<file path="src/rtl/tgarle_pkg.sv">
// Types and constants of the TGA RLE pixel decoder.
// No dependencies; used by every module of the block but the checker.
package tgarle_pkg;

   localparam logic [1:0] CSR_RLE_ENABLED     = 2'd0;
   localparam logic [1:0] CSR_BYTES_PER_PIXEL = 2'd1;
   localparam logic [1:0] CSR_ALPHA_FOR_16BIT = 2'd2;

   localparam logic [2:0] BPP_MIN = 3'd2;
   localparam logic [2:0] BPP_MAX = 3'd4;
   localparam logic [2:0] BPP_RESET = 3'd3;

   localparam logic [6:0] HDR_COUNT_MASK = 7'h7f;
   localparam logic [7:0] FULL_ALPHA = 8'hff;

   typedef struct packed {
      logic       image_start;
      logic [7:0] data_byte;
   } in_item_type;

   typedef struct packed {
      logic [7:0] repeat_count;
      logic [7:0] alpha;
      logic [7:0] blue;
      logic [7:0] green;
      logic [7:0] red;
   } pixel_type;

   typedef struct packed {
      logic      valid;
      pixel_type pixel;
   } result_type;

   typedef struct packed {
      logic       rle_enabled;
      logic [2:0] bytes_per_pixel;
      logic       alpha_for_16bit;
   } cfg_type;

endpackage

</file>
<file path="src/rtl/tgarle_in_stage.sv">
// Input register of the pixel decoder: holds one accepted byte beat.
// Depends on tgarle_pkg.
module tgarle_in_stage (
   input  logic                   clock,
   input  logic                   reset,
   input  logic                   req_tvalid,
   output logic                   req_tready,
   input  tgarle_pkg::in_item_type req_item,
   input  logic                   advance,
   output logic                   item_valid,
   output tgarle_pkg::in_item_type item
);

   logic                    valid_ff, valid_in;
   tgarle_pkg::in_item_type item_ff;

   assign req_tready = !valid_ff || advance;
   assign valid_in   = req_tready ? req_tvalid : valid_ff;

   always_ff @(posedge clock) begin
      if (reset) begin
         valid_ff <= 1'b0;
      end else begin
         valid_ff <= valid_in;
      end
      if (req_tready && req_tvalid) begin
         item_ff <= req_item;
      end
   end

   assign item_valid = valid_ff;
   assign item       = item_ff;

endmodule

</file>
<file path="src/rtl/tgarle_decode.sv">
// Packet and pixel decoder: config registers, stream state and pixel format.
// Depends on tgarle_pkg.
module tgarle_decode (
   input  logic                    clock,
   input  logic                    reset,
   input  logic                    csr_we,
   input  logic [1:0]              csr_index,
   input  logic [2:0]              csr_wdata,
   input  tgarle_pkg::in_item_type item,
   input  logic                    step,
   output tgarle_pkg::result_type  result
);

   tgarle_pkg::cfg_type cfg_ff;
   logic       expect_header_ff, expect_header_in;
   logic       run_mode_ff, run_mode_in;
   logic [7:0] packet_left_ff, packet_left_in;
   logic [1:0] byte_index_ff, byte_index_in;
   logic [3:0][7:0] pixel_bytes_ff, pixel_bytes_in;

   logic       eh, rm;
   logic [7:0] pl;
   logic [1:0] bi;
   logic [3:0][7:0] pb, pb_cur;
   logic [2:0] size;
   logic [2:0] bi_next;
   logic [15:0] v16;
   logic [7:0] pl_dec;

   always_comb begin
      if (cfg_ff.bytes_per_pixel < tgarle_pkg::BPP_MIN) begin
         size = tgarle_pkg::BPP_MIN;
      end else if (cfg_ff.bytes_per_pixel > tgarle_pkg::BPP_MAX) begin
         size = tgarle_pkg::BPP_MAX;
      end else begin
         size = cfg_ff.bytes_per_pixel;
      end
   end

   always_comb begin
      eh = item.image_start ? 1'b1 : expect_header_ff;
      rm = item.image_start ? 1'b0 : run_mode_ff;
      pl = item.image_start ? 8'd0 : packet_left_ff;
      bi = item.image_start ? 2'd0 : byte_index_ff;
      pb = item.image_start ? '0 : pixel_bytes_ff;
      pb_cur = pb;
      pb_cur[bi] = item.data_byte;
      bi_next = {1'b0, bi} + 3'd1;
      pl_dec = pl - 8'd1;
      v16 = {pb_cur[1], pb_cur[0]};

      expect_header_in = eh;
      run_mode_in      = rm;
      packet_left_in   = pl;
      byte_index_in    = bi;
      pixel_bytes_in   = pb_cur;
      result.valid     = 1'b0;

      if (size == tgarle_pkg::BPP_MIN) begin
         result.pixel.red   = {v16[14:10], 3'b000};
         result.pixel.green = {v16[9:5], 3'b000};
         result.pixel.blue  = {v16[4:0], 3'b000};
         if (cfg_ff.alpha_for_16bit) begin
            result.pixel.alpha = v16[15] ? tgarle_pkg::FULL_ALPHA : 8'd0;
         end else begin
            result.pixel.alpha = tgarle_pkg::FULL_ALPHA;
         end
      end else begin
         result.pixel.red   = pb_cur[2];
         result.pixel.green = pb_cur[1];
         result.pixel.blue  = pb_cur[0];
         result.pixel.alpha = (size == tgarle_pkg::BPP_MAX) ? pb_cur[3]
                                                            : tgarle_pkg::FULL_ALPHA;
      end
      result.pixel.repeat_count = 8'd1;

      if (cfg_ff.rle_enabled && eh) begin
         packet_left_in   = {1'b0, item.data_byte[6:0] & tgarle_pkg::HDR_COUNT_MASK} + 8'd1;
         run_mode_in      = item.data_byte[7];
         expect_header_in = 1'b0;
         byte_index_in    = 2'd0;
         pixel_bytes_in   = pb;
      end else if (bi_next < size) begin
         byte_index_in = bi_next[1:0];
      end else begin
         byte_index_in = 2'd0;
         result.valid  = 1'b1;
         if (cfg_ff.rle_enabled) begin
            if (rm) begin
               result.pixel.repeat_count = pl;
               packet_left_in   = 8'd0;
               expect_header_in = 1'b1;
            end else begin
               packet_left_in   = pl_dec;
               expect_header_in = (pl_dec == 8'd0);
            end
         end
      end
   end

   always_ff @(posedge clock) begin
      if (reset) begin
         cfg_ff.rle_enabled     <= 1'b0;
         cfg_ff.bytes_per_pixel <= tgarle_pkg::BPP_RESET;
         cfg_ff.alpha_for_16bit <= 1'b0;
         expect_header_ff <= 1'b1;
         run_mode_ff      <= 1'b0;
         packet_left_ff   <= 8'd0;
         byte_index_ff    <= 2'd0;
         pixel_bytes_ff   <= '0;
      end else begin
         if (csr_we) begin
            unique case (csr_index)
               tgarle_pkg::CSR_RLE_ENABLED: begin
                  cfg_ff.rle_enabled <= csr_wdata[0];
               end
               tgarle_pkg::CSR_BYTES_PER_PIXEL: begin
                  cfg_ff.bytes_per_pixel <= csr_wdata;
               end
               tgarle_pkg::CSR_ALPHA_FOR_16BIT: begin
                  cfg_ff.alpha_for_16bit <= csr_wdata[0];
               end
               default: begin
               end
            endcase
         end
         if (step) begin
            expect_header_ff <= expect_header_in;
            run_mode_ff      <= run_mode_in;
            packet_left_ff   <= packet_left_in;
            byte_index_ff    <= byte_index_in;
            pixel_bytes_ff   <= pixel_bytes_in;
         end
      end
   end

endmodule

</file>
<file path="src/rtl/tgarle_out_stage.sv">
// Result register of the pixel decoder: holds one pixel beat until taken.
// Depends on tgarle_pkg.
module tgarle_out_stage (
   input  logic                  clock,
   input  logic                  reset,
   input  logic                  load,
   input  tgarle_pkg::pixel_type pixel,
   output logic                  free,
   output logic                  rsp_tvalid,
   input  logic                  rsp_tready,
   output tgarle_pkg::pixel_type rsp_pixel
);

   logic                  valid_ff, valid_in;
   tgarle_pkg::pixel_type pixel_ff;

   assign free     = !valid_ff || rsp_tready;
   assign valid_in = load ? 1'b1 : (valid_ff && !rsp_tready);

   always_ff @(posedge clock) begin
      if (reset) begin
         valid_ff <= 1'b0;
      end else begin
         valid_ff <= valid_in;
      end
      if (load) begin
         pixel_ff <= pixel;
      end
   end

   assign rsp_tvalid = valid_ff;
   assign rsp_pixel  = pixel_ff;

endmodule

</file>
<file path="src/rtl/tga_rle_pixel_decoder_unit.sv">
// TGA pixel-data decoder, top level: input register, decoder, result register.
// Depends on tgarle_pkg, tgarle_in_stage, tgarle_decode, tgarle_out_stage.
//
// Usage:
//   req channel takes one byte of the image pixel stream per beat; tuser marks
//   the first byte of an image and clears packet and pixel state first.
//   rsp channel gives one decoded pixel per beat with a repeat count; the
//   receiver replicates it repeat_count times. Header bytes and the leading
//   bytes of a pixel give no beat.
//   csr port writes rle_enabled, bytes_per_pixel and alpha_for_16bit; write
//   only while no byte is in flight.
// Timing:
//   A byte is accepted every cycle unless the result register is stalled. A
//   pixel beat passes through the input register and then the result register;
//   the packet state update is combinational logic between the two.
// Reset clears both registers and the stream state; a header is expected.
// When rsp_tready is low, the result holds; a further byte that completes a
// pixel waits in the input register and req_tready drops until room opens.
module tga_rle_pixel_decoder_unit (
   input  logic        clock,
   input  logic        reset,
   input  logic        req_tvalid,
   output logic        req_tready,
   input  logic [7:0]  req_tdata,   // [7:0] data_byte
   input  logic        req_tuser,   // [0] image_start
   output logic        rsp_tvalid,
   input  logic        rsp_tready,
   output logic [39:0] rsp_tdata,   // [7:0] red, [15:8] green, [23:16] blue,
                                    // [31:24] alpha, [39:32] repeat_count
   input  logic        csr_we,
   input  logic [1:0]  csr_index,
   input  logic [2:0]  csr_wdata
);

   tgarle_pkg::in_item_type req_item, item;
   tgarle_pkg::result_type  result;
   tgarle_pkg::pixel_type   rsp_pixel;
   logic item_valid, advance, out_free, load;

   assign req_item.data_byte   = req_tdata;
   assign req_item.image_start = req_tuser;

   assign advance = item_valid && (out_free || !result.valid);
   assign load    = advance && result.valid;

   tgarle_in_stage u_in (
      .clock      (clock),
      .reset      (reset),
      .req_tvalid (req_tvalid),
      .req_tready (req_tready),
      .req_item   (req_item),
      .advance    (advance),
      .item_valid (item_valid),
      .item       (item)
   );

   tgarle_decode u_dec (
      .clock     (clock),
      .reset     (reset),
      .csr_we    (csr_we),
      .csr_index (csr_index),
      .csr_wdata (csr_wdata),
      .item      (item),
      .step      (advance),
      .result    (result)
   );

   tgarle_out_stage u_out (
      .clock      (clock),
      .reset      (reset),
      .load       (load),
      .pixel      (result.pixel),
      .free       (out_free),
      .rsp_tvalid (rsp_tvalid),
      .rsp_tready (rsp_tready),
      .rsp_pixel  (rsp_pixel)
   );

   assign rsp_tdata = rsp_pixel;

endmodule

</file>
<file path="config.mk">
export PLATFORM = sky130hd
export DESIGN_NAME = tga_rle_pixel_decoder_unit
export DESIGN_NICKNAME = d
export VERILOG_FILES = /design/src/rtl/tgarle_pkg.sv /design/src/rtl/tgarle_in_stage.sv /design/src/rtl/tgarle_decode.sv /design/src/rtl/tgarle_out_stage.sv /design/src/rtl/tga_rle_pixel_decoder_unit.sv
export SDC_FILE = /design/constraint.sdc
export NUM_CORES = 1
export LEC_CHECK = 0
export BUFFER_PORTS_ARGS = -buffer_cell sky130_fd_sc_hd__buf_2
export CORE_ASPECT_RATIO = 0.75
export CORE_MARGIN = 2
export CORE_UTILIZATION = 30
export DETAILED_ROUTE_END_ITERATION = 10
export GPL_TIMING_DRIVEN = 0
export SYNTH_ARGS = -nofsm -noshare
export SYNTH_HDL_FRONTEND = slang
export SYNTH_SLANG_ARGS = --single-unit
</file>
<file path="constraint.sdc">
create_clock -name clock -period 9.53 [get_ports clock]
set_input_delay 1.906 -clock clock [delete_from_list [all_inputs] [get_ports clock]]
set_output_delay 1.906 -clock clock [all_outputs]
set_load 0.005 [all_outputs]
</file>
* Yosys cells after proc, flatten, opt, wreduce, memory -nomap -nowiden
Cells that the tools add are included.
Operators by class: bitwise logic cells 2, mux-type cells 31, add/sub/neg operators 3, equality and inequality tests 4, reductions and logical operators 19, magnitude comparators 5
Operator list (count):
- $mux W32 | 3
- $mux W8 | 11
- $bwmux W32 | 1
- $mux W9 | 2
- $demux W8 S2 | 1
- $add A7 B1 Y8 const B | 1
- $logic_not A8 Y1 | 1
- $mux W1 | 8
- $sub A8 B1 Y8 const B | 1
- $logic_and A1 B1 Y1 | 6
- $mux W2 | 3
- $mux W3 | 2
- $reduce_and A2 Y1 | 3
- $logic_not A1 Y1 | 4
- $reduce_or A4 Y1 | 1
- $add A2 B1 Y3 const B | 1
- $eq A3 B2 Y1 const B | 1
- $eq A3 B3 Y1 const B | 1
- $gt A3 B3 Y1 const B | 1
- $logic_or A1 B1 Y1 | 3
- $lt A2 B3 Y1 const B | 1
- $lt A3 B2 Y1 const B | 1
- $lt A3 B3 Y1 | 1
- $eq A2 B1 Y1 const B | 1
- 4 further kinds | 5
Storage, ports and cells: register bits after elaboration 100, logic and storage cells 87

* Depth between registers and ports, before layout
word-level depth 11, mapped depth 13, mapped depth without buffers 10

* By module
Synthesis repeated with hierarchy kept, for this count alone.
Unflattened totals: cells, all modules 498, area, all modules 4805.9 um2
By module, submodules not included:
- tgarle_decode | times used 1, area each 3214.3 um2, cells each 437, sequential area each 980.9 um2
- tgarle_out_stage | times used 1, area each 1247.4 um2, cells each 44, sequential area each 1221.2 um2
- tgarle_in_stage | times used 1, area each 325.3 um2, cells each 14, sequential area each 290.3 um2
- tga_rle_pixel_decoder_unit | times used 1, area each 18.8 um2, cells each 3, sequential area each 0.0 um2

* Worst setup path after synthesis
OpenSTA, ideal clock, no wires.
path kind input to register, from input port rsp_tready, to register u_out.pixel_ff, in the netlist u_out.rsp_pixel[0], enable pin, stages 5, buffers on the path 2, arrival time 4.183 ns, required time 9.093 ns, setup slack 4.909 ns, library setup time 0.437 ns, path through nor2b_1 > a31o_2 > buf_2 > buf_2 > nor2_1
On the way: cells in the longest elaborated chain, start to end 4
Ends and longest elaborated chain:
- from (decl) | RTL line tga_rle_pixel_decoder_unit.sv:27 | input logic rsp_tready,
- $logic_or A1 B1 Y1 | RTL line tgarle_out_stage.sv:17 | assign free = !valid_ff || rsp_tready;
- $logic_or A1 B1 Y1 | RTL line tga_rle_pixel_decoder_unit.sv:43 | assign advance = item_valid && (out_free || !result.valid);
- $logic_and A1 B1 Y1 | RTL line tga_rle_pixel_decoder_unit.sv:43
- $logic_and A1 B1 Y1 | RTL line tga_rle_pixel_decoder_unit.sv:44 | assign load = advance && result.valid;
- named net load | RTL line tga_rle_pixel_decoder_unit.sv:38 | logic item_valid, advance, out_free, load;
- to (signal assigned) | RTL line tgarle_out_stage.sv:27 | pixel_ff <= pixel;
- to (decl) | RTL line tgarle_out_stage.sv:15 | tgarle_pkg::pixel_type pixel_ff;
The timed path passes the listed nets, and every way through them passes these cells. A chain may end at the register's enable or synchronous reset.

* Worst setup path after layout
from register u_in.item_ff, in the netlist u_in.item[8], to output port req_tready
On the way: cells in the longest elaborated chain, start to end 9
Ends and longest elaborated chain:
- from (decl) | RTL line tgarle_in_stage.sv:15 | tgarle_pkg::in_item_type item_ff;
- from (signal assigned) | RTL line tgarle_in_stage.sv:27 | item_ff <= req_item;
- $mux W2 | RTL line tgarle_decode.sv:44 | bi = item.image_start ? 2'd0 : byte_index_ff;
- $add A2 B1 Y3 | RTL line tgarle_decode.sv:48 | bi_next = {1'b0, bi} + 3'd1;
- $lt A3 B3 Y1 | RTL line tgarle_decode.sv:83 | end else if (bi_next < size) begin
- $mux W9 | RTL line tgarle_decode.sv:83
- $mux W9 (*) | RTL line tgarle_decode.sv:77 | if (cfg_ff.rle_enabled && eh) begin
- $logic_not A1 Y1 (*) | RTL line tga_rle_pixel_decoder_unit.sv:43
- $logic_or A1 B1 Y1 (*) | RTL line tga_rle_pixel_decoder_unit.sv:43
- $logic_and A1 B1 Y1 (*) | RTL line tga_rle_pixel_decoder_unit.sv:43
- $logic_or A1 B1 Y1 (*) | RTL line tgarle_in_stage.sv:17 | assign req_tready = !valid_ff || advance;
- to (decl) | RTL line tga_rle_pixel_decoder_unit.sv:23 | output logic req_tready,
Every way passes the cells marked *; elsewhere a longest branch is shown, timed or not.

==> summary.md <==
| Metric | Value |
|---|---|
| Cts bufs inserted | `9` |
| Clock Path Buffers | `2` |
| Largest family of logic cells by synthesized area | `compound AO/OA/AOI/OAI gates` |
| I/O Pins | `61` |
| Tmin final | `5245 ps` |
| RSZ-0062 raised after global routing | `no` |
| Tot Pwr | `0.9511 mW` |
| Worst-path cell chain | `clkinv_1 > nand2_1 > ha_1 > ha_1 > o21ai_1 > nor2b_1 > buf_2 > nor2_1 > nand4_1 > buf_2` |
| Gpl congestion | `0.8513` |
| PD cells | `166.0 nW/um^2` |
| Cell variety after synth | `60` |
| Synth Area in Compound Gates | `21.37%` |
| CP max stage cell | `edfxtp_1` |
| Number of enable flip-flop cells after synthesis | `49` |
| Die width | `150.4 um` |
| Antenna cells | `0` |
| Req. time, crit path | `7620 ps` |
| Number of cells produced by synthesis | `473` |
| TritonCTS clock tree | `built` |
| Post-Syn Nets | `501` |
| Floorplan row count | `40` |
| Initial antenna violation count | `0` |
| Share of post-route cells with drive strength above 1 | `17.64%` |
| Clock root cell | `clkbuf_16` |
| Initial drt markers | `442` |
| Hold path start | `u_dec.byte_index_ff[1]` |
| Die Height | `113.8 um` |
| Via count | `4115` |
| Pleak | `2.032 nW` |
| Crit start category | `flop` |
| Hold Crit Depth | `2` |
| Total GRT Usage | `16.40%` |
| Max_cap viols | `0` |
| Hold Path Sink | `u_dec.byte_index_ff[1]` |
| Most frequent cells in the layout | `buf_2, nor2_1, dfxtp_1, edfxtp_1, a21oi_1` |
| Avg Inst Size Synth | `10.20 um^2` |
| Worst Hold Class | `reg2reg` |
| First-pass GRT wire length | `21550 um` |
| Peak supply drop | `0.07272 mV` |
| Slew HR | `30.04%` |
| Router iterations before antenna repair | `5` |
| DPL Wire Length | `9478 um` |
| Setup Buffers After CTS | `0` |
| Area of the die | `17120 um^2` |
| Clock Skew | `8.388 ps` |
| TritonCTS sink count | `100` |
| Synth async-reset ratio | `0%` |
| Max incr delay on CP | `450 ps` |
| #FFs+latches synth | `100` |
| Worst Slack Setup Final | `4285 ps` |
| Area Growth Syn to Fin | `18.81%` |
| Wire length per cell | `18.00 um` |
| CTS H-tree lvls | `3` |
| Clock latency on the worst-skew pair | `360 ps` |
| Hold Buf Count CTS | `0` |
| Largest net degree at the start of global routing | `33` |
| Adder-cell share of the synthesized area | `2.335%` |
| Cell Area, Synth | `4823 um^2` |
| Final core utilization | `36.12%` |
| Cts repair resizes | `0` |
| Final period utilization | `55.04%` |
| TNS Setup | `0 ps` |
| Buffers on Ports | `60` |
| CP arrival | `3340 ps` |
| Synth Area in Simple Gates | `16.34%` |
| R2R Path Start | `u_in.item[8]` |
| # setup viols final | `0` |
| Residual DRC | `0` |
| Crit Path Class | `reg2out` |
| Status | `finished, final reports clean` |
| Fin. max-slew vios | `0` |
| Fill count | `1579` |
| Critical Path Fanout Max | `10` |
| Final Hold Viols | `0` |
| Final hold slack | `456.6 ps` |
| Worst Max-Slew Pin Slew | `1033 ps` |
| Most common cell after layout, fill and taps aside | `buf_2` |
| Prevailing post-synth register cell | `dfxtp_1` |
| XOR/XNOR Fraction of Synth Area | `0.9079%` |
| Routed Antenna Nets | `0` |
| Core area | `15870 um^2` |
| R2R Setup Slk | `5770 ps` |
| Avg Vias per Cell | `5.414` |
| Pre-CTS setup slack | `4751 ps` |
| Grt ovf | `0` |
| Clk pin slew, worst setup/hold paths | `70 ps` |
| Cells on worst reg2reg path | `12` |
| Final nets | `573` |
| Initial Util | `30.40%` |
| Fmax | `0.1907 GHz` |
| Vias in the first global route | `3999` |
| RR Endpoint | `u_out.rsp_pixel[24]` |
| Post-synthesis mux area share | `2.905%` |
| Worst Setup End Kind | `primary output` |
| Final WL | `13680 um` |
| Ys Warns | `0` |
| Register area share after synthesis | `51.67%` |
[synth_stat cells (3+ instances only)]
library cell | number | area (um^2)
buf_1 | 6 | 22.52
nand2_1 | 25 | 93.84
a22oi_1 | 7 | 52.55
xnor2_1 | 3 | 26.28
mux2i_1 | 14 | 140.1
nand2b_1 | 4 | 25.02
o21bai_1 | 5 | 37.54
dfxtp_1 | 51 | 1021
buf_2 | 7 | 35.03
nor3_1 | 5 | 25.02
a2bb2oi_1 | 16 | 140.1
and2_1 | 8 | 50.05
o21a_1 | 3 | 22.52
a31oi_1 | 11 | 68.82
o41ai_1 | 3 | 26.28
a21oi_1 | 34 | 170.2
nor3b_1 | 17 | 127.6
a211oi_1 | 3 | 22.52
nor4_1 | 5 | 31.28
inv_1 | 7 | 26.28
ha_1 | 9 | 112.6
nand3b_1 | 3 | 22.52
a32oi_1 | 16 | 140.1
nor2_1 | 59 | 221.5
edfxtp_1 | 49 | 1471
and3_1 | 3 | 18.77
o31ai_1 | 3 | 22.52
o21ai_0 | 11 | 55.05
nand3_1 | 7 | 35.03
clkbuf_1 | 28 | 105.1
a221oi_1 | 6 | 52.55
nand4_1 | 6 | 37.54
[power breakdown]
part | total [mW] | switching (mW) | internal, mW
sequential | 0.467 | 0.00613 | 0.461
combinational | 0.0904 | 0.0599 | 0.0305
clock | 0.394 | 0.163 | 0.231
[worst max path at each step]
stage	startpoint	endpoint	slack [ps]	cells after the start
floorplan	rsp_tready	u_out.rsp_pixel[0]	4910	5
global placement	u_in.item[8]	u_out.rsp_pixel[26]	3980	11
detailed placement	u_in.item[8]	req_tready	4750	10
CTS	u_in.item[8]	req_tready	4350	10
global route	u_in.item[8]	req_tready	4100	10
finish	u_in.item[8]	req_tready	4280	10
[worst max-delay path, delay by kind of cell, from the launching register on]
kind,cells,cell delay (ps)
flip-flops,1,450
buffers and inverters,3,850
AND/OR/NAND/NOR,4,970
adder cells (fa/ha/maj),2,570
AO/OA/AOI/OAI,1,150
[stage by stage]
stage / cells / area (um^2)
5_1_grt: 760 / 5731
4_1_cts: 760 / 5731
2_1_floorplan: 473 / 4823
3_5_place_dp: 744 / 5414
6_report: 760 / 5731
3_3_place_gp: 743 / 5386
[cells by family after synthesis]
| kind of cell | after synthesis |
|---|---|
| AND/OR/NAND/NOR | 152 |
| AO/OA/AOI/OAI | 141 |
| flip-flops | 100 |
| buffers and inverters | 52 |
| multiplexers | 14 |
| adder cells (fa/ha/maj) | 9 |
| XOR/XNOR | 5 |
[layer usage]
metal | wire (um) | vias up | track usage, % | share of wire [%]
met2 | 6075 | 183 | 24.64 | 44
met4 | 232 | 0 | 5.472 | 1.7
met1 | 6243 | 1977 | 22.57 | 46
li1 | - | 1937 | - | -
met5 | 0 | - | 0 | 0
met3 | 1127 | 18 | 4.840 | 8.2
[registers in the layout (all words and copies together) (netlist names)]
signal                  cells
u_dec.packet_left_ff        8
u_out.rsp_tvalid            1
u_dec.pixel_bytes_ff       32
u_dec.expect_header_ff      1
u_out.rsp_pixel            40
u_in.item                   9
u_dec.run_mode_ff           1
u_dec.cfg_ff                5
u_dec.byte_index_ff         2
u_in.item_valid             1
[cell type report]
type	instances	area, um^2	area share (%)
Inverter	9	33.78	0.5895
Clock buffer	10	229.0	3.996
Clock inverter	6	87.58	1.528
Multi-Input combinational cell	321	2123	37.05
Sequential cell	100	2492	43.49
Buffer	43	181.4	3.166
Tap cell	210	262.8	4.585
Timing Repair Buffer	61	320.3	5.590
Power figures use the tool's default switching activity.
